`config.mk`:
```
export PLATFORM = sky130hd
export DESIGN_NAME = fhc_queue
export DESIGN_NICKNAME = d
export VERILOG_FILES = /design/src/sv/fhc_pkg.sv /design/src/sv/fhc_queue.sv
export SDC_FILE = /design/constraint.sdc
export NUM_CORES = 1
export LEC_CHECK = 0
export ABC_AREA = 1
export BUFFER_PORTS_ARGS = -buffer_cell sky130_fd_sc_hd__buf_2
export CAP_MARGIN = 20
export CORE_UTILIZATION = 45
export DETAILED_ROUTE_END_ITERATION = 10
export PLACE_DENSITY_LB_ADDON = 0.05
export SETUP_SLACK_MARGIN = 0.05
export SLEW_MARGIN = 30
export SYNTH_ARGS = -nofsm -noshare
export SYNTH_HDL_FRONTEND = slang
export SYNTH_SLANG_ARGS = --single-unit
```
`constraint.sdc`:
```
create_clock -name clk -period 2.4 [get_ports clk]
set_input_delay 0 -clock clk [delete_from_list [all_inputs] [get_ports clk]]
set_output_delay 0 -clock clk [all_outputs]
set_load 0.05 [all_outputs]
```
`src/sv/fhc_pkg.sv`:
```
// Shared types, constants and functions for the flash hypothesis compatibility block.
package fhc_pkg;

	localparam int PE_W       = 20;
	localparam int SUM_W      = 28;
	localparam int CUT_W      = 13;
	localparam int MAG_W      = 13;
	localparam int SQ_W       = 25;
	localparam int CFG_IDX_W  = 2;
	localparam int Q_DEPTH    = 4;
	localparam int Q_PTR_W    = 2;
	localparam int CH_PROD_W  = 45;
	localparam int IN_LHS_W   = 60;
	localparam int IN_RHS_W   = 53;

	localparam logic [CUT_W-1:0] CUT_RESET = 13'd48;

	localparam logic [CFG_IDX_W-1:0] CFG_CHANNEL_CUT  = 2'd0;
	localparam logic [CFG_IDX_W-1:0] CFG_INTEGRAL_CUT = 2'd1;

	typedef enum logic [1:0] {
		FR_NONE     = 2'd0,
		FR_CHANNEL  = 2'd1,
		FR_INTEGRAL = 2'd2
	} fail_reason_t;

	typedef struct packed {
		logic [PE_W-1:0] hyp_pe;
		logic [PE_W-1:0] sig_pe;
		logic            last_channel;
	} fhc_in_t;

	typedef struct packed {
		logic         compatible;
		fail_reason_t fail_reason;
	} fhc_out_t;

	// one finished flash handed from front to back
	typedef struct packed {
		logic             channel_failed;
		logic [SUM_W-1:0] hyp_sum;
		logic [SUM_W-1:0] sig_sum;
	} fhc_flash_t;

	// cut in test form: sign and squared magnitude
	typedef struct packed {
		logic            neg;
		logic [SQ_W-1:0] sq;
	} cut_t;

	function automatic cut_t cut_prep(input logic [CUT_W-1:0] raw);
		logic [MAG_W-1:0] mag;
		cut_t             c;
		mag   = raw[CUT_W-1] ? MAG_W'(-raw) : raw;
		c.neg = raw[CUT_W-1];
		c.sq  = SQ_W'(mag) * SQ_W'(mag);
		return c;
	endfunction

	// gt: 16*d*d > c*c*h, lt: 16*d*d < c*c*h
	function automatic logic exceeds(input logic dpos, input logic cneg,
			input logic gt, input logic lt);
		return dpos ? (cneg | gt) : (cneg & lt);
	endfunction

endpackage

```
`src/sv/fhc_queue.sv`:
```
// Short FIFO of finished flashes between front and back.
module fhc_queue (
	input  logic                clk,
	input  logic                arst_n,
	input  logic                push,
	input  fhc_pkg::fhc_flash_t push_data,
	output logic                full,
	input  logic                pop,
	output logic                empty,
	output fhc_pkg::fhc_flash_t pop_data
);
	import fhc_pkg::*;

	fhc_flash_t          entries_q [Q_DEPTH];
	logic [Q_PTR_W-1:0]  wr_ptr_q;
	logic [Q_PTR_W-1:0]  rd_ptr_q;
	logic [Q_PTR_W:0]    cnt_q;

	assign full     = cnt_q == (Q_PTR_W+1)'(Q_DEPTH);
	assign empty    = cnt_q == '0;
	assign pop_data = entries_q[rd_ptr_q];

	always_ff @(posedge clk or negedge arst_n) begin
		if (!arst_n) begin
			wr_ptr_q <= '0;
			rd_ptr_q <= '0;
			cnt_q    <= '0;
		end else begin
			if (push) begin
				wr_ptr_q <= wr_ptr_q + 1'b1;
			end
			if (pop) begin
				rd_ptr_q <= rd_ptr_q + 1'b1;
			end
			if (push && !pop) begin
				cnt_q <= cnt_q + 1'b1;
			end else if (pop && !push) begin
				cnt_q <= cnt_q - 1'b1;
			end
		end
	end

	always_ff @(posedge clk) begin
		if (push) begin
			entries_q[wr_ptr_q] <= push_data;
		end
	end

	a_no_underflow: assert property (@(posedge clk) disable iff (!arst_n)
		pop |-> !empty)
		else $error("pop from empty queue");

	a_count_bound: assert property (@(posedge clk) disable iff (!arst_n)
		cnt_q <= (Q_PTR_W+1)'(Q_DEPTH))
		else $error("queue count out of range");

endmodule

```
==> impl_results.md <==
* Status: finished clean
* Routed length per instance at between 15 and 20 microns
* Crit path DAT at 2.18 ns
* # rows at 53
* CTS clk-pin slew, worst paths at 0.06 ns
* CP top delay family: flip-flops
* Initial core utilization at 0.459
* First-pass GRT wire length at approximately 31 mm
* Final setup viols at 0
* Io pins at between 100 and 150
* Tot Pwr at 16.5 mW
* Setup bufs post-CTS at 0
* Slowest CP cell: dfrtp_4
* Worst vdd ir at approximately 910 uV
* CTS tree: built
* Critical Path End Type: output pin
* Period utilization at 0.908
* Max Fanout on Critical Path at 53
* Largest net degree at the start of global routing at 54
* Num CTS Buffers at 25
* Crit path required time at 2.40 ns
* Crit Path Category: flop to output pin
* Placer Congestion at 0.735
* Clock buffer depth at 3
* Clk Latency, worst-skew pair at about 0.51 ns
* Root buffer cell: clkbuf_16
* Vias at around 5700
* Die Width at about 150 microns
* Synth warn at 0
* Power density cells at roughly 1400 nW/um^2
* Via/cell ratio at ~4.8
* Final core utilization at 0.565
* Post-synth cell types at 20
* Register area share after synthesis at 0.730
* Drt total wl at approximately 19 mm
* Final Net Count at a little under 1000
* Crit-path cells: buf_12, o211ai_1, nand2_1, buf_2
* Core footprint at roughly 21000 sq um
* Multi-input gate area at 1780 sq um
* Min Tclk post-route at ~2.2 ns
* Hold path startpoint: push_data[0]
* Tot GR Track Use at 0.180
* Fin. max-slew vios at 0
* CTS H-tree lvls at 1
* DRT iter0 DRCs at roughly 210
* Buffers on Ports at between 100 and 150
* Share of cells above drive strength 1 at 0.216
* Worst hold path class: input pin to flop
* Achievable frequency at 459 MHz
* Buf+Inv Stages, Crit Path at 2
* Residual DRC at 0
* R2R Path Start: wr_ptr_q[0]$_DFFE_PN0P_
* Setup TNS at 0 ns
* DIE AREA at between 20000 and 25000 sq um
* Crit path from: rd_ptr_q[0]$_DFFE_PN0P_
* Clock Skews at slightly below 0.009 ns
* Lkg Pwr at between 4 and 5 nW
* Relative slew slack at 0.612
* Largest stage delay on the critical path at between 0.7 and 0.8 ns
* Synth-to-Final Area Change at 23.1%
* # diodes at 0
* CP startpoint kind: flop
* Number of synthesized register bits at 235
* Syn_nets at 780
* Filler instances at 1755
* Post-DRT Antenna Nets at 0
* Cell Area, Synth at between 9000 and 10000 sq um
* Register area at 7030 sq um
* Post-Syn Instances at 713
* Final hold violations at 0
* Num Clock Sinks at between 200 and 250
* Syn Area/Cell at between 10 and 15 sq um
* GRT overflow at 0
* Max-cap violation count at 0
* RSZ-0062 raised after global routing: no
* Slew @ Worst Pin at between 0.5 and 0.6 ns
* Die height at 148 microns
* DP HPWL at approximately 11 mm
* Vias in the first global route at 5899
* Drt first pass iters at 4
* Initial antenna violation count at 0
-- placed cells by master (no fill, tap or decap), types with 2 or more instances in the layout --
cell type / n
edfxtp_1: 228
nand2_1: 184
inv_1: 121
buf_2: 119
o211ai_1: 96
dlygate4sd3_1: 61
clkbuf_16: 25
o211ai_2: 18
buf_4: 12
clkinv_1: 6
clkinv_2: 6
buf_12: 6
inv_2: 5
ha_1: 5
dfrtp_1: 5
clkbuf_1: 4
xor2_1: 3
bufinv_16: 3
nor3_1: 2
-- timing repair --
action                                 in CTS  in global routing
hold buffers                               61                  0
endpoints found under the hold margin     241                  0
setup endpoints to repair                   0                  0
gates resized for setup                     0                  0
-- power by group --
part | leakage, nW | total [mW] | internal [mW] | switching (mW)
Sequential | 2.18 | 5.73 | 5.38 | 0.350
Clock | 0.393 | 3.73 | 2.23 | 1.50
Combinational | 2.25 | 7.03 | 1.76 | 5.28
-- flip-flops by register name, indices dropped and copies added (netlist names) --
register	flops
wr_ptr_q	2
rd_ptr_q	2
entries_q	228
cnt_q	3
-- worst paths after layout --
| kind | cells after the start | endpoint | slack [ns] |
|---|---|---|---|
| worst min register to register | 2 | cnt_q[2]$_DFFE_PN0P_ | 0.53 |
| min in group asynchronous | 3 | rd_ptr_q[1]$_DFFE_PN0P_ | 0.49 |
| worst max register to register | 5 | entries_q[2][9]$_DFFE_PP_ | 0.77 |
| max in group asynchronous | 3 | rd_ptr_q[0]$_DFFE_PN0P_ | 1.59 |
| worst max-delay path | 4 | pop_data[21] | 0.22 |
| worst min-delay path | 2 | entries_q[2][0]$_DFFE_PP_ | 0.24 |
-- layout make-up --
cell class / count / area share
clock inverters: 17 / 0.0134
clock buffers: 29 / 0.0541
inverters: 126 / 0.0399
repair buffers: 198 / 0.120
flip-flops and latches: 235 / 0.593
well taps: 275 / 0.0291
multi-input cells: 313 / 0.150
-- cells by family after synthesis --
family          Yosys count  synth area share
compound gates          115            0.0989
xor+xnor                  4           0.00364
fa+ha+maj                 6           0.00859
simple gates            188            0.0740
flops                   235             0.730
buf+inv                 165            0.0847
-- through the flow --
stage	cell area [sq um]	hold slack [ns]	cells	setup slack, ns
final	11800	0.238	1193	0.220
after floorplan	9620	-0.296	713	0.209
after global routing	11800	0.225	1193	0.0962
after detailed placement	10400	-0.140	1086	0.756
after CTS	11800	0.217	1193	0.205
after global placement	10400	-0.144	1086	0.781
-- worst reg2reg max path, cell delays in order (launching register included) --
cell and delay (ns):
dfrtp_1 0.42, inv_1 0.10, ha_1 0.15, nand2_1 0.06
inv_2 0.05, buf_4 0.47
-- synth_stat cells --
cell	instances	share of area
o211ai_1	96	0.075
nand4_1	1	0.00065
nand2_1	184	0.072
buf_4	5	0.0039
o211ai_2	18	0.023
xnor2_1	1	0.00091
dfrtp_1	7	0.018
buf_8	1	0.0016
edfxtp_1	228	0.71
nand3_1	1	0.00052
clkbuf_1	6	0.0023
buf_2	6	0.0031
fa_1	1	0.0021
inv_2	1	0.00039
buf_6	21	0.025
ha_1	5	0.0065
xor2_1	3	0.0027
inv_1	125	0.049
nor3_1	2	0.0010
o21ai_1	1	0.00052
-- metal layers --
metal  share of wire  wire length [microns]  global-route usage
met2            0.49                   9390               0.307
met3           0.047                    904              0.0344
met1            0.45                   8600               0.237
met5               0                      0                   0
met4           0.010                    198              0.0418
Note: power is estimated with default switching activity, not from simulation.
