===== src/sv/fhc_pkg.sv =====
// Shared types, constants and functions for the flash hypothesis compatibility block.
package fhc_pkg;

	localparam int PE_W       = 20;
	localparam int SUM_W      = 28;
	localparam int CUT_W      = 13;
	localparam int MAG_W      = 13;
	localparam int SQ_W       = 25;
	localparam int CFG_IDX_W  = 2;
	localparam int Q_DEPTH    = 4;
	localparam int Q_PTR_W    = 2;
	localparam int CH_PROD_W  = 45;
	localparam int IN_LHS_W   = 60;
	localparam int IN_RHS_W   = 53;

	localparam logic [CUT_W-1:0] CUT_RESET = 13'd48;

	localparam logic [CFG_IDX_W-1:0] CFG_CHANNEL_CUT  = 2'd0;
	localparam logic [CFG_IDX_W-1:0] CFG_INTEGRAL_CUT = 2'd1;

	typedef enum logic [1:0] {
		FR_NONE     = 2'd0,
		FR_CHANNEL  = 2'd1,
		FR_INTEGRAL = 2'd2
	} fail_reason_t;

	typedef struct packed {
		logic [PE_W-1:0] hyp_pe;
		logic [PE_W-1:0] sig_pe;
		logic            last_channel;
	} fhc_in_t;

	typedef struct packed {
		logic         compatible;
		fail_reason_t fail_reason;
	} fhc_out_t;

	// one finished flash handed from front to back
	typedef struct packed {
		logic             channel_failed;
		logic [SUM_W-1:0] hyp_sum;
		logic [SUM_W-1:0] sig_sum;
	} fhc_flash_t;

	// cut in test form: sign and squared magnitude
	typedef struct packed {
		logic            neg;
		logic [SQ_W-1:0] sq;
	} cut_t;

	function automatic cut_t cut_prep(input logic [CUT_W-1:0] raw);
		logic [MAG_W-1:0] mag;
		cut_t             c;
		mag   = raw[CUT_W-1] ? MAG_W'(-raw) : raw;
		c.neg = raw[CUT_W-1];
		c.sq  = SQ_W'(mag) * SQ_W'(mag);
		return c;
	endfunction

	// gt: 16*d*d > c*c*h, lt: 16*d*d < c*c*h
	function automatic logic exceeds(input logic dpos, input logic cneg,
			input logic gt, input logic lt);
		return dpos ? (cneg | gt) : (cneg & lt);
	endfunction

endpackage


===== src/sv/fhc_front.sv =====
// Front end: accepts channel pairs, runs the per-channel test and accumulates the flash sums.
module fhc_front (
	input  logic               clk,
	input  logic               arst_n,
	input  logic               in_valid,
	output logic               in_stall,
	input  fhc_pkg::fhc_in_t   in_data,
	input  fhc_pkg::cut_t      cut,
	input  logic               q_full,
	output logic               q_push,
	output fhc_pkg::fhc_flash_t q_data
);
	import fhc_pkg::*;

	logic                 adv;
	logic                 accept;
	logic [SUM_W:0]       h_add;
	logic [SUM_W:0]       s_add;
	logic [SUM_W-1:0]     h_sat;
	logic [SUM_W-1:0]     s_sat;
	logic [SUM_W-1:0]     hsum_q;
	logic [SUM_W-1:0]     ssum_q;
	logic                 failed_q;

	logic                 v_s1;
	logic                 last_s1;
	logic                 dpos_s1;
	logic [PE_W-1:0]      dm_s1;
	logic [PE_W-1:0]      h_s1;
	logic [SUM_W-1:0]     hsum_s1;
	logic [SUM_W-1:0]     ssum_s1;

	logic [2*PE_W-1:0]    dsq;
	logic [CH_PROD_W-1:0] rhs_c;

	logic                 v_s2;
	logic                 last_s2;
	logic                 dpos_s2;
	logic [CH_PROD_W-1:0] lhs_s2;
	logic [CH_PROD_W-1:0] rhs_s2;
	logic [SUM_W-1:0]     hsum_s2;
	logic [SUM_W-1:0]     ssum_s2;
	logic                 exc;

	assign adv      = !(v_s2 && last_s2 && q_full);
	assign in_stall = !adv;
	assign accept   = in_valid && adv;

	assign h_add = {1'b0, hsum_q} + (SUM_W+1)'(in_data.hyp_pe);
	assign s_add = {1'b0, ssum_q} + (SUM_W+1)'(in_data.sig_pe);
	assign h_sat = h_add[SUM_W] ? '1 : h_add[SUM_W-1:0];
	assign s_sat = s_add[SUM_W] ? '1 : s_add[SUM_W-1:0];

	assign dsq   = dm_s1 * dm_s1;
	assign rhs_c = cut.sq * h_s1;

	assign exc = exceeds(dpos_s2, cut.neg, lhs_s2 > rhs_s2, lhs_s2 < rhs_s2);

	assign q_push = adv && v_s2 && last_s2;
	assign q_data = '{channel_failed: failed_q | exc, hyp_sum: hsum_s2, sig_sum: ssum_s2};

	always_ff @(posedge clk or negedge arst_n) begin
		if (!arst_n) begin
			v_s1     <= 1'b0;
			v_s2     <= 1'b0;
			hsum_q   <= '0;
			ssum_q   <= '0;
			failed_q <= 1'b0;
		end else begin
			if (adv) begin
				v_s1 <= accept;
				v_s2 <= v_s1;
			end
			if (accept) begin
				hsum_q <= in_data.last_channel ? '0 : h_sat;
				ssum_q <= in_data.last_channel ? '0 : s_sat;
			end
			if (adv && v_s2) begin
				failed_q <= last_s2 ? 1'b0 : (failed_q | exc);
			end
		end
	end

	always_ff @(posedge clk) begin
		if (adv) begin
			last_s1 <= in_data.last_channel;
			dpos_s1 <= in_data.hyp_pe > in_data.sig_pe;
			dm_s1   <= (in_data.hyp_pe > in_data.sig_pe) ? in_data.hyp_pe - in_data.sig_pe
				: in_data.sig_pe - in_data.hyp_pe;
			h_s1    <= in_data.hyp_pe;
			hsum_s1 <= h_sat;
			ssum_s1 <= s_sat;
			last_s2 <= last_s1;
			dpos_s2 <= dpos_s1;
			lhs_s2  <= {1'b0, dsq, 4'b0000};
			rhs_s2  <= rhs_c;
			hsum_s2 <= hsum_s1;
			ssum_s2 <= ssum_s1;
		end
	end

	a_push_has_room: assert property (@(posedge clk) disable iff (!arst_n)
		q_push |-> !q_full)
		else $error("flash pushed into a full queue");

	a_flag_clears: assert property (@(posedge clk) disable iff (!arst_n)
		q_push |=> !failed_q)
		else $error("channel fail flag survived end of flash");

endmodule


===== config.mk =====
export PLATFORM = sky130hd
export DESIGN_NAME = fhc_front
export DESIGN_NICKNAME = d
export VERILOG_FILES = /design/src/sv/fhc_pkg.sv /design/src/sv/fhc_front.sv
export SDC_FILE = /design/constraint.sdc
export NUM_CORES = 2
export LEC_CHECK = 0
export BUFFER_PORTS_ARGS = -buffer_cell sky130_fd_sc_hd__buf_2
export CORE_MARGIN = 2
export CORE_UTILIZATION = 50
export DETAILED_ROUTE_END_ITERATION = 7
export HOLD_SLACK_MARGIN = 0.12
export PLACE_DENSITY = 0.66
export SKIP_LAST_GASP = 1
export SLEW_MARGIN = 20
export SYNTH_ARGS = -nofsm -noshare
export SYNTH_HDL_FRONTEND = slang
export SYNTH_SLANG_ARGS = --single-unit

===== constraint.sdc =====
create_clock -name clk -period 29.5 [get_ports clk]
set_clock_uncertainty 0.1 [all_clocks]
set_input_delay 7.375 -clock clk [delete_from_list [all_inputs] [get_ports clk]]
set_output_delay 7.375 -clock clk [all_outputs]
set_load 0.05 [all_outputs]

==> flow_summary.toml <==
[outcome]
outcome = "completed"

[finish]
layout.cells.most_common = "sky130_fd_sc_hd__inv_1"
syn2layout_area_growth_pct = 6.91
layout.cells.most_common_list = "915 x sky130_fd_sc_hd__inv_1, 694 x sky130_fd_sc_hd__fa_1, 498 x sky130_fd_sc_hd__nand2_1"
fraction_of_layout_cells_with_a_size_suffix_above_1_pct = 5.81
n_fill_cell = 7734
nNetsFinal = 5616

[clocking]
cts.htree.levels = 2
ctsResizeCount = 0
cts.root.buffer_cell = "sky130_fd_sc_hd__clkbuf_16"
clock_tree_from_tritoncts = "done"
postCtsSetupBuffers = 0
clk_pin_slew_worst_paths_ns = 0.06
cts_made_buffers = 36
clockBufferDepth = 3
ctsHoldBuffers = 0
cts.sink_count = 299
clk_latency_ns = 0.57

[worst_setup_path]
critical_path.n_buffers_inverters = 3
critPathMaxFanout = 36
path_cells = "buf_2 > nand3_4 > inv_1 > buf_2"
cp_slowest_cell = "sky130_fd_sc_hd__nand3_4"
critical_path_depth = 4
cp_delay_by_family_top = "buffers and inverters"
cp-start-kind = "input pin"
critPathMaxStageDelay_ns = 0.40
timing.reg2reg.worst_path_depth = 21
timing.critical_path.required_ns = 22.02
timing.critical_path.mode_cell = "sky130_fd_sc_hd__buf_2"
setup.worst_path.class = "input pin to primary output"
critical_path.endpoint_type = "primary output"
crit_arrival_ns = 8.39

[routing]
dr.first_iter.drc_count = 1512
via_density_per_instance = 5.41
via_count = 30345
route.antenna.remaining_nets = 0
highest-signal-layer = "met5"
detail_route.wirelength_mm = 102
drc_violation_count_after_routing = 0
met3RoutedLength_mm = 5.64
met2_wirelength_mm = 52.0
route.detailed.wl_per_inst_um = 18.1
dr.pass1.iters = 7
detail_route.wirelength.met1_mm = 40.7

[logic_synthesis]
synth.net_count = 5584
yosys_register_bits = 299
share_of_the_synthesized_netlist_area_taken_by_xor_and_xnor_gates_pct = 3.00
synth.avg_cell_area_um2 = 9.75
synth.distinct_cells = 80
yosys-mux-area-fraction_pct = 0.268
synth-adder-area-share_pct = 44.7
synthesis.instances = 4398
synth_simple_gate_area_share_pct = 13.4
synth_top_flop_cell = "sky130_fd_sc_hd__edfxtp_1"
synth_top_family_by_area = "adder cells"
synth_seq_area_share_pct = 20.2
synth-compound-area-share_pct = 8.82
synthesis.area_um2 = 42900
synth-edff-count = 240
synth_warnings = 0
postSynth.asyncResetShare_pct = 19.7

[global_routing]
antenna_violations_before_repair = 10
global_route_wire_length_before_repair_mm = 168
grtUsageTotal_pct = 23.8
via_count_of_the_first_global_routing_pass = 32532
global_route.overflow_total = 0
grt_max_degree = 85

[hold_path]
min_path_type = "register to register"
whs_path_depth = 0

[sta]
final_min_period_over_clock_period_pct = 53.8
tightestPinTransition_ns = 1.07
timing.final.setup_violations = 0
unrepaired_setup_endpoints_after_global_routing = "false"
report.final.slew_viol_count = 0
slew_headroom_pct = 28.8
fmax_mhz = 63.0
hold_viol_final = 0
final.setup.tns_ns = 0
post-route-min-period_ns = 15.86

[floorplanning]
core_area_um2 = 85100
die-area_um2 = 88100
design.portCount = 130
placementRows = 107
width_of_the_chip_um = 297
die_height_um = 297
initial_core_util_pct = 50.4

[placement]
io_buffer_count = 129
place_hpwl_mm = 77.6
gp_congestion = 0.902

[job]
max_cap_violations = 0
[through the flow]
stage / instance area (um^2) / setup slack [ns] / hold slack, ns / std cells / utilization (%)
6_report: 45800 / 13.64 / 0.310 / 5606 / 53.8
3_3_place_gp: 44600 / 13.61 / 0.302 / 5536 / 52.4
5_1_grt: 45800 / 13.55 / 0.319 / 5603 / 53.8
4_1_cts: 45800 / 13.61 / 0.312 / 5602 / 53.8
3_5_place_dp: 44600 / 13.60 / 0.305 / 5536 / 52.4
2_1_floorplan: 42900 / 6.14 / 0.300 / 4398 / -
[kinds of logic after synthesis]
logic type	after synthesis
AND/OR/NAND/NOR	1164
adder cells (fa/ha/maj)	1115
buffers and inverters	1089
XOR/XNOR	147
flip-flops	299
multiplexers	11
AO/OA/AOI/OAI	573
[cell type report]
class	count	area, um^2	area share, %
inverters	916	3440	7.50
repair buffers	167	931	2.03
flip-flops and latches	299	8680	18.9
multi-input cells	3010	30100	65.7
clock inverters	18	268	0.584
clock buffers	48	966	2.11
diodes	4	10.0	0.0218
well taps	1144	1430	3.12
[synthesized netlist by cell type (all sizes together), types with 12 or more instances]
master / count / area share (%)
o21ai: 93 / 1.1
nor2b: 27 / 0.41
inv: 916 / 8.0
or2: 14 / 0.20
nand3: 30 / 0.35
o21a: 26 / 0.46
nor2: 116 / 1.0
nand2b: 17 / 0.25
a21oi: 174 / 2.0
and3: 21 / 0.31
dfrtp: 59 / 3.4
edfxtp: 240 / 17
o31ai: 12 / 0.21
a21o: 85 / 1.5
and2: 332 / 4.8
a22o: 34 / 0.69
a31oi: 12 / 0.18
fa: 694 / 32
nor3: 29 / 0.34
o21bai: 23 / 0.40
o211ai: 17 / 0.31
clkbuf: 167 / 1.5
and4: 13 / 0.27
xor2: 50 / 1.0
nand2: 499 / 4.4
ha: 421 / 12
nand4: 30 / 0.44
xnor2: 97 / 2.0
a211oi: 26 / 0.48
[layer usage]
layer	up-vias	global-route usage, %
li1	13955	-
met1	15300	29.7
met2	851	42.4
met3	223	3.42
met4	16	7.54
met5	-	0
[registers in the layout, indices dropped and copies added, names as in the netlist, 28 cells and up]
register / flops
ssum_s2: 28
hsum_q: 28
ssum_q: 28
hsum_s1: 28
lhs_s2: 39
ssum_s1: 28
hsum_s2: 28
rhs_s2: 45
[path summary, 6_finish.rpt]
| path | startpoint | to | slack, ns |
|---|---|---|---|
| setup / recovery | q_full | in_stall | 13.64 |
| hold / removal | hsum_s1[1] | hsum_s2[1] | 0.31 |
| hold reg to reg | hsum_s1[1] | hsum_s2[1] | 0.31 |
| min in group asynchronous | arst_n | hsum_q[22] | 6.90 |
| setup reg to reg | dm_s1[14] | lhs_s2[42] | 21.21 |
| max in group asynchronous | arst_n | ssum_q[13] | 21.82 |
Power is left out: the tool's default activity adds up to more than one toggle a clock period on the data nets, which glitch-free logic cannot reach.
