==> config.mk <==
export PLATFORM = sky130hd
export DESIGN_NAME = fhc_back
export DESIGN_NICKNAME = d
export VERILOG_FILES = /design/src/sv/fhc_pkg.sv /design/src/sv/fhc_back.sv
export SDC_FILE = /design/constraint.sdc
export NUM_CORES = 2
export LEC_CHECK = 0
export CAP_MARGIN = 20
export CELL_PAD_IN_SITES_DETAIL_PLACEMENT = 1
export CELL_PAD_IN_SITES_GLOBAL_PLACEMENT = 1
export CORE_MARGIN = 4
export CORE_UTILIZATION = 53
export CTS_CLUSTER_DIAMETER = 150
export CTS_CLUSTER_SIZE = 24
export DETAILED_ROUTE_END_ITERATION = 10
export DONT_BUFFER_PORTS = 1
export HOLD_SLACK_MARGIN = 0.06
export PLACE_DENSITY = 0.94
export SETUP_SLACK_MARGIN = 0.5
export SLEW_MARGIN = 20
export SYNTH_ARGS = -nofsm -noshare
export SYNTH_HDL_FRONTEND = slang
export SYNTH_SLANG_ARGS = --single-unit
==> constraint.sdc <==
create_clock -name clk -period 7.9 [get_ports clk]
set_input_delay 0 -clock clk [delete_from_list [all_inputs] [get_ports clk]]
set_output_delay 0 -clock clk [all_outputs]
set_load 0.01 [all_outputs]
==> src/sv/fhc_pkg.sv <==
// Shared types, constants and functions for the flash hypothesis compatibility block.
package fhc_pkg;

	localparam int PE_W       = 20;
	localparam int SUM_W      = 28;
	localparam int CUT_W      = 13;
	localparam int MAG_W      = 13;
	localparam int SQ_W       = 25;
	localparam int CFG_IDX_W  = 2;
	localparam int Q_DEPTH    = 4;
	localparam int Q_PTR_W    = 2;
	localparam int CH_PROD_W  = 45;
	localparam int IN_LHS_W   = 60;
	localparam int IN_RHS_W   = 53;

	localparam logic [CUT_W-1:0] CUT_RESET = 13'd48;

	localparam logic [CFG_IDX_W-1:0] CFG_CHANNEL_CUT  = 2'd0;
	localparam logic [CFG_IDX_W-1:0] CFG_INTEGRAL_CUT = 2'd1;

	typedef enum logic [1:0] {
		FR_NONE     = 2'd0,
		FR_CHANNEL  = 2'd1,
		FR_INTEGRAL = 2'd2
	} fail_reason_t;

	typedef struct packed {
		logic [PE_W-1:0] hyp_pe;
		logic [PE_W-1:0] sig_pe;
		logic            last_channel;
	} fhc_in_t;

	typedef struct packed {
		logic         compatible;
		fail_reason_t fail_reason;
	} fhc_out_t;

	// one finished flash handed from front to back
	typedef struct packed {
		logic             channel_failed;
		logic [SUM_W-1:0] hyp_sum;
		logic [SUM_W-1:0] sig_sum;
	} fhc_flash_t;

	// cut in test form: sign and squared magnitude
	typedef struct packed {
		logic            neg;
		logic [SQ_W-1:0] sq;
	} cut_t;

	function automatic cut_t cut_prep(input logic [CUT_W-1:0] raw);
		logic [MAG_W-1:0] mag;
		cut_t             c;
		mag   = raw[CUT_W-1] ? MAG_W'(-raw) : raw;
		c.neg = raw[CUT_W-1];
		c.sq  = SQ_W'(mag) * SQ_W'(mag);
		return c;
	endfunction

	// gt: 16*d*d > c*c*h, lt: 16*d*d < c*c*h
	function automatic logic exceeds(input logic dpos, input logic cneg,
			input logic gt, input logic lt);
		return dpos ? (cneg | gt) : (cneg & lt);
	endfunction

endpackage

==> src/sv/fhc_back.sv <==
// Back end: integral test on the flash sums and verdict output register.
module fhc_back (
	input  logic                clk,
	input  logic                arst_n,
	input  logic                q_empty,
	output logic                q_pop,
	input  fhc_pkg::fhc_flash_t q_data,
	input  fhc_pkg::cut_t       cut,
	output logic                out_valid,
	input  logic                out_stall,
	output fhc_pkg::fhc_out_t   out_data
);
	import fhc_pkg::*;

	logic                adv;
	logic                v_b1;
	logic                fail_b1;
	logic                dpos_b1;
	logic [SUM_W-1:0]    dm_b1;
	logic [SUM_W-1:0]    h_b1;
	logic [2*SUM_W-1:0]  dsq;
	logic [IN_RHS_W-1:0] rhs_c;
	logic                v_b2;
	logic                fail_b2;
	logic                dpos_b2;
	logic [IN_LHS_W-1:0] lhs_b2;
	logic [IN_LHS_W-1:0] rhs_b2;
	logic                exc;
	logic                out_valid_q;
	fhc_out_t            out_q;
	fhc_out_t            verdict;

	assign adv   = !out_valid_q || !out_stall;
	assign q_pop = adv && !q_empty;

	assign dsq   = dm_b1 * dm_b1;
	assign rhs_c = cut.sq * h_b1;
	assign exc   = exceeds(dpos_b2, cut.neg, lhs_b2 > rhs_b2, lhs_b2 < rhs_b2);

	always_comb begin
		if (fail_b2) begin
			verdict = '{compatible: 1'b0, fail_reason: FR_CHANNEL};
		end else if (exc) begin
			verdict = '{compatible: 1'b0, fail_reason: FR_INTEGRAL};
		end else begin
			verdict = '{compatible: 1'b1, fail_reason: FR_NONE};
		end
	end

	assign out_valid = out_valid_q;
	assign out_data  = out_q;

	always_ff @(posedge clk or negedge arst_n) begin
		if (!arst_n) begin
			v_b1        <= 1'b0;
			v_b2        <= 1'b0;
			out_valid_q <= 1'b0;
		end else if (adv) begin
			v_b1        <= q_pop;
			v_b2        <= v_b1;
			out_valid_q <= v_b2;
		end
	end

	always_ff @(posedge clk) begin
		if (adv) begin
			fail_b1 <= q_data.channel_failed;
			dpos_b1 <= q_data.hyp_sum > q_data.sig_sum;
			dm_b1   <= (q_data.hyp_sum > q_data.sig_sum) ? q_data.hyp_sum - q_data.sig_sum
				: q_data.sig_sum - q_data.hyp_sum;
			h_b1    <= q_data.hyp_sum;
			fail_b2 <= fail_b1;
			dpos_b2 <= dpos_b1;
			lhs_b2  <= {dsq, 4'b0000};
			rhs_b2  <= IN_LHS_W'(rhs_c);
			out_q   <= verdict;
		end
	end

	a_verdict_consistent: assert property (@(posedge clk) disable iff (!arst_n)
		(out_valid_q && out_q.compatible) |-> (out_q.fail_reason == FR_NONE))
		else $error("compatible verdict carries a fail reason");

endmodule

==> impl_metrics.json, run 1 <==
{
  "synthAdderAreaFrac_pct": 55.8,
  "htree_levels": 4,
  "grt_worst_setup_endpoint": "lhs_b2[59]$_DFFE_PN_/D",
  "rows": 117,
  "ys_ff_latch": 174,
  "dpl.hpwl_mm": 160,
  "syn_inst": 5811,
  "synth-simple-area-share_pct": 13.0,
  "die_y_um": 328,
  "synth-compound-area-share_pct": 6.38,
  "syn-cell-area_mm2": 0.0544,
  "clock_sinks": 174,
  "async_reset_ff_share_pct": 1.72,
  "synth_ff_type": "edfxtp_1",
  "synth_top_family_by_area": "adder cells",
  "status": "aborted with a tool error",
  "pre_cts_ws_ns": -0.337,
  "cts_buffers": 17,
  "grt_max_degree": 77,
  "syn_area_per_cell_um2": 9.36,
  "yosys-mux-area-fraction_pct": 0.368,
  "portBuffers": 0,
  "endpoint_type": "register input",
  "synth_edf_count": 171,
  "place_congestion": 0.947,
  "dp.cells": 7050,
  "lastStage": "global routing",
  "io_pins": 92,
  "ys.warnings.count": 0,
  "clockBufferDepth": 2,
  "die_w_um": 328,
  "tool.error": "[ERROR GRT-0232] Routing congestion too high. Check the congestion heatmap in the GUI.",
  "synth_xor_area_share_pct": 2.27,
  "grt_overflow": 240,
  "grtUsageTotal_pct": 77.8,
  "ys_types": 78,
  "synth_nets": 7602,
  "initial_core_util_pct": 53.4,
  "cts_root_buffer": "clkbuf_16",
  "ys_seq_area_share_pct": 9.58
}
-- synth_stat cells (4+ instances only) --
master,number,area (um2)
a21o_1,109,818
inv_1,1572,5900
or4_1,4,30.0
xor2_1,56,490
o211ai_1,10,75.1
a21boi_0,5,37.5
ha_1,506,6330
a211oi_1,13,97.6
edfxtp_1,171,5130
a221oi_1,7,61.3
fa_1,1198,24000
clkbuf_1,214,803
nor3_1,13,65.1
a311oi_1,4,35.0
a31oi_1,10,62.6
clkinv_1,5,18.8
buf_2,13,65.1
a221oi_2,4,60.1
o21ai_0,85,425
and3_1,10,62.6
mux2i_1,14,140
a21oi_1,172,861
and4_1,5,43.8
buf_1,16,60.1
and3b_1,4,35.0
o21ai_1,7,35.0
nand3b_1,5,37.5
o2111ai_1,5,43.8
or2_2,9,56.3
nand2b_1,15,93.8
nor2_1,117,439
o21bai_1,34,255
a31o_2,4,35.0
xnor2_1,85,744
and2_1,526,3290
nor4_1,5,31.3
o21a_1,19,143
nand3_1,29,145
nor2b_1,24,150
nand2_1,608,2280
nand4_1,37,231
mux2_2,4,45.0
-- kinds of logic after synthesis --
kind of cell | count (synthesis)
muxes | 19
DFF | 174
and+or+nand+nor | 1417
AOI/OAI and AO/OA | 531
buffers and inverters | 1825
adders and majority gates | 1704
xor gates and xnor gates | 141
-- layer usage --
layer	GRT usage [%]	GRT overflow
met3	71.1	8
met4	76.5	102
met5	52.7	1
met2	88.1	116
met1	76.0	13
-- per-stage QoR --
step,TNS (ns),area (um2)
2_1_floorplan,0,54400
3_3_place_gp,0,56100
3_5_place_dp,-1.90,56100
4_1_cts,0,59700
-- timing repair --
item / CTS
endpoints found under the hold margin: 43
endpoints found under the setup margin: 46
resized for setup: 265
hold buffers: 39
pin swaps: 95
buffers inserted: 184
gates cloned: 4
==> run 2: changes to the inputs <==
==> config.mk (replaced) <==
export PLATFORM = sky130hd
export DESIGN_NAME = fhc_back
export DESIGN_NICKNAME = d
export VERILOG_FILES = /design/src/sv/fhc_pkg.sv /design/src/sv/fhc_back.sv
export SDC_FILE = /design/constraint.sdc
export NUM_CORES = 2
export LEC_CHECK = 0
export CAP_MARGIN = 20
export CORE_MARGIN = 4
export CORE_UTILIZATION = 40
export DETAILED_ROUTE_END_ITERATION = 10
export DONT_BUFFER_PORTS = 1
export PLACE_DENSITY_LB_ADDON = 0.15
export SLEW_MARGIN = 20
export SYNTH_ARGS = -nofsm -noshare
export SYNTH_HDL_FRONTEND = slang
export SYNTH_SLANG_ARGS = --single-unit
==> run 2 against run 1 <==
  * The run now ends clean
  * Area after synthesis unchanged
  * Synthesized cell count unchanged
==> impl_metrics.json, run 2 <==
{
  "arrival_ns": 7.94,
  "syn-cell-area_mm2": 0.0544,
  "cts_tree": "built",
  "drc": 0,
  "ys_types": 78,
  "vias_per_cell": 4.97,
  "synth_top_cell_by_area": "fa_1",
  "postPlaceCellArea_mm2": 0.0571,
  "wl_per_cell_um": 19.7,
  "setup_viol": 0,
  "fin_skew_ns": 0.0203,
  "clockBufferDepth": 2,
  "ys_ff_latch": 174,
  "slowest_delay_ns": 0.61,
  "grt_first_pass_wirelength_mm": 240,
  "syn_to_final_growth_pct": 7.54,
  "synth_area_leaders": "fa_1 44%, ha_1 12%, inv_1 11%",
  "syn_inst": 5811,
  "largest_reg_flops": 55,
  "fin_setup_tns_ns": 0,
  "final_hold_viol_count": 0,
  "pre_cts_ws_ns": 0.149,
  "drtIter0Drc": 1714,
  "grt_max_degree": 127,
  "largest_registers": "lhs_b2: 55 flops, rhs_b2: 53 flops",
  "clock_sinks": 174,
  "clk_pin_slew_worst_paths_ns": 0.08,
  "worstPathRequired_ns": 8.14,
  "synth_ff_type": "edfxtp_1",
  "ys_seq_area_share_pct": 9.58,
  "portBuffers": 0,
  "syn_area_per_cell_um2": 9.36,
  "slew_violations": 0,
  "synth_top_area_share_pct": 44.1,
  "final_util_pct": 43.2,
  "dr.pass1.iters": 5,
  "ys.warnings.count": 0,
  "vias": 37925,
  "startpoint_type": "register",
  "io_pins": 92,
  "wirelength_mm": 150,
  "synth_common_cells": "1,572 x inv_1, 1,198 x fa_1, 608 x nand2_1",
  "grtUsageTotal_pct": 22.1,
  "clock_latency_ns": 0.50,
  "path_class": "register to register",
  "worst_path_most_repeated_cell": "fa_1",
  "rows": 135,
  "drive_gt1_share_pct": 4.58,
  "finalInstanceArea_mm2": 0.0585,
  "async_reset_ff_share_pct": 1.72,
  "crit_family": "adder cells",
  "cts_root_buffer": "clkbuf_16",
  "fmax_ghz": 0.130,
  "final_common_cell": "inv_1",
  "postRouteAntennaNets": 0,
  "layout_common_cells": "1,572 x inv_1, 1,198 x fa_1, 607 x nand2_1",
  "synth_edf_count": 171,
  "synth_most_common_cell": "inv_1",
  "worstHoldPathType": "input pin to register",
  "cp_num_buf_inv": 8,
  "worst_pin_slew_ns": 0.960,
  "place_congestion": 0.896,
  "maxCapViolCount": 0,
  "initial_core_util_pct": 40.2,
  "cp_max_fo": 29,
  "die_y_um": 377,
  "die-area_mm2": 0.142,
  "grt_overflow": 0,
  "dpl.hpwl_mm": 125,
  "core_mm2": 0.135,
  "slew_headroom_pct": 35.6,
  "period_minus_slack_ns": 7.69,
  "nNetsFinal": 7604,
  "cts_buffers": 17,
  "crit_path_end_kind": "register",
  "synth_nets": 7602,
  "status": "completed",
  "cp_slowest_cell": "fa_1",
  "fin_ws_ns": 0.205,
  "die_w_um": 377,
  "regMostFlops": "lhs_b2",
  "period_share_pct": 97.4,
  "htree_levels": 4,
  "grt_pass1_vias": 41994,
  "grt_antenna_before_repair": 12
}
## run 2: area by class of cell
type / count / area [um2]
clock buffers: 17 / 425
inverters: 1578 / 5920
repair buffers: 230 / 2160
well taps: 1781 / 2230
diodes: 18 / 45.0
fillers: 13460 / 76800
flip-flops and latches: 174 / 5210
multi-input cells: 3812 / 42300
clock inverters: 15 / 168
## run 2: routing by layer
layer	routed length (um)	share of wire, %	track usage, %	vias up
li1	-	-	-	17260
met1	63500	42	28.8	19670
met2	73900	49	37.3	824
met3	10200	6.8	5.40	165
met4	2890	1.9	4.79	6
met5	40	0.027	0	-
## run 2: what timing repair did
item | 4_1_cts | 5_1_grt
resized for setup | 0 | 7
setup endpoints to repair | 0 | 14
hold buffers | 38 | 0
hold endpoints to repair | 45 | 0
buffers inserted | 0 | 24
## run 2: cell families (layout without fill, tap and decap cells)
logic type,count (synthesis),in the layout,share of synthesized area (%)
buffers and inverters,1825,1840,12.7
adders and majority gates,1704,1704,55.8
and+or+nand+nor,1417,1417,13.0
AOI/OAI and AO/OA,531,531,6.38
DFF,174,174,9.58
xor gates and xnor gates,141,141,2.27
muxes,19,19,0.368
other,0,18,0
## run 2: final timing paths
kind                       startpoint    endpoint  slack, ns  depth (start not counted)
max                          dm_b1[9]  lhs_b2[59]       0.21                         26
min in group asynchronous      arst_n        v_b1       0.29                          2
min reg2reg                   fail_b1     fail_b2       0.42                          0
min                        q_data[26]   dm_b1[26]       0.04                          3
max in group asynchronous      arst_n        v_b2       7.47                          2
max reg2reg                  dm_b1[9]  lhs_b2[59]       0.21                         26
## run 2: worst reg2reg max path: stages (launching register included)
cell	delay (ns)
edfxtp_1	0.42
buf_12	0.19
and2_1	0.24
fa_1	0.61
inv_1	0.07
fa_1	0.52
inv_1	0.07
fa_1	0.55
inv_1	0.06
fa_1	0.49
inv_1	0.05
fa_1	0.57
fa_1	0.44
fa_1	0.45
ha_1	0.33
inv_1	0.12
nor4_2	0.28
buf_4	0.15
nand4b_1	0.12
a21oi_2	0.22
buf_4	0.18
o2111ai_1	0.19
a21o_1	0.29
o31a_1	0.33
nor3b_2	0.23
a311oi_1	0.13
xnor2_1	0.14
## run 2: metrics by stage
| stage | instances | hold slack, ns |
|---|---|---|
| 2_1_floorplan | 5811 | -0.296 |
| 3_5_place_dp | 7513 | -0.296 |
| 3_3_place_gp | 7513 | -0.295 |
| 5_1_grt | 7610 | 0.0280 |
| 6_report | 7625 | 0.0390 |
| 4_1_cts | 7583 | 0.00558 |
Power of run 2 is not shown: default switching activity piles up to over one toggle a cycle in this logic, so the estimate is an artifact.
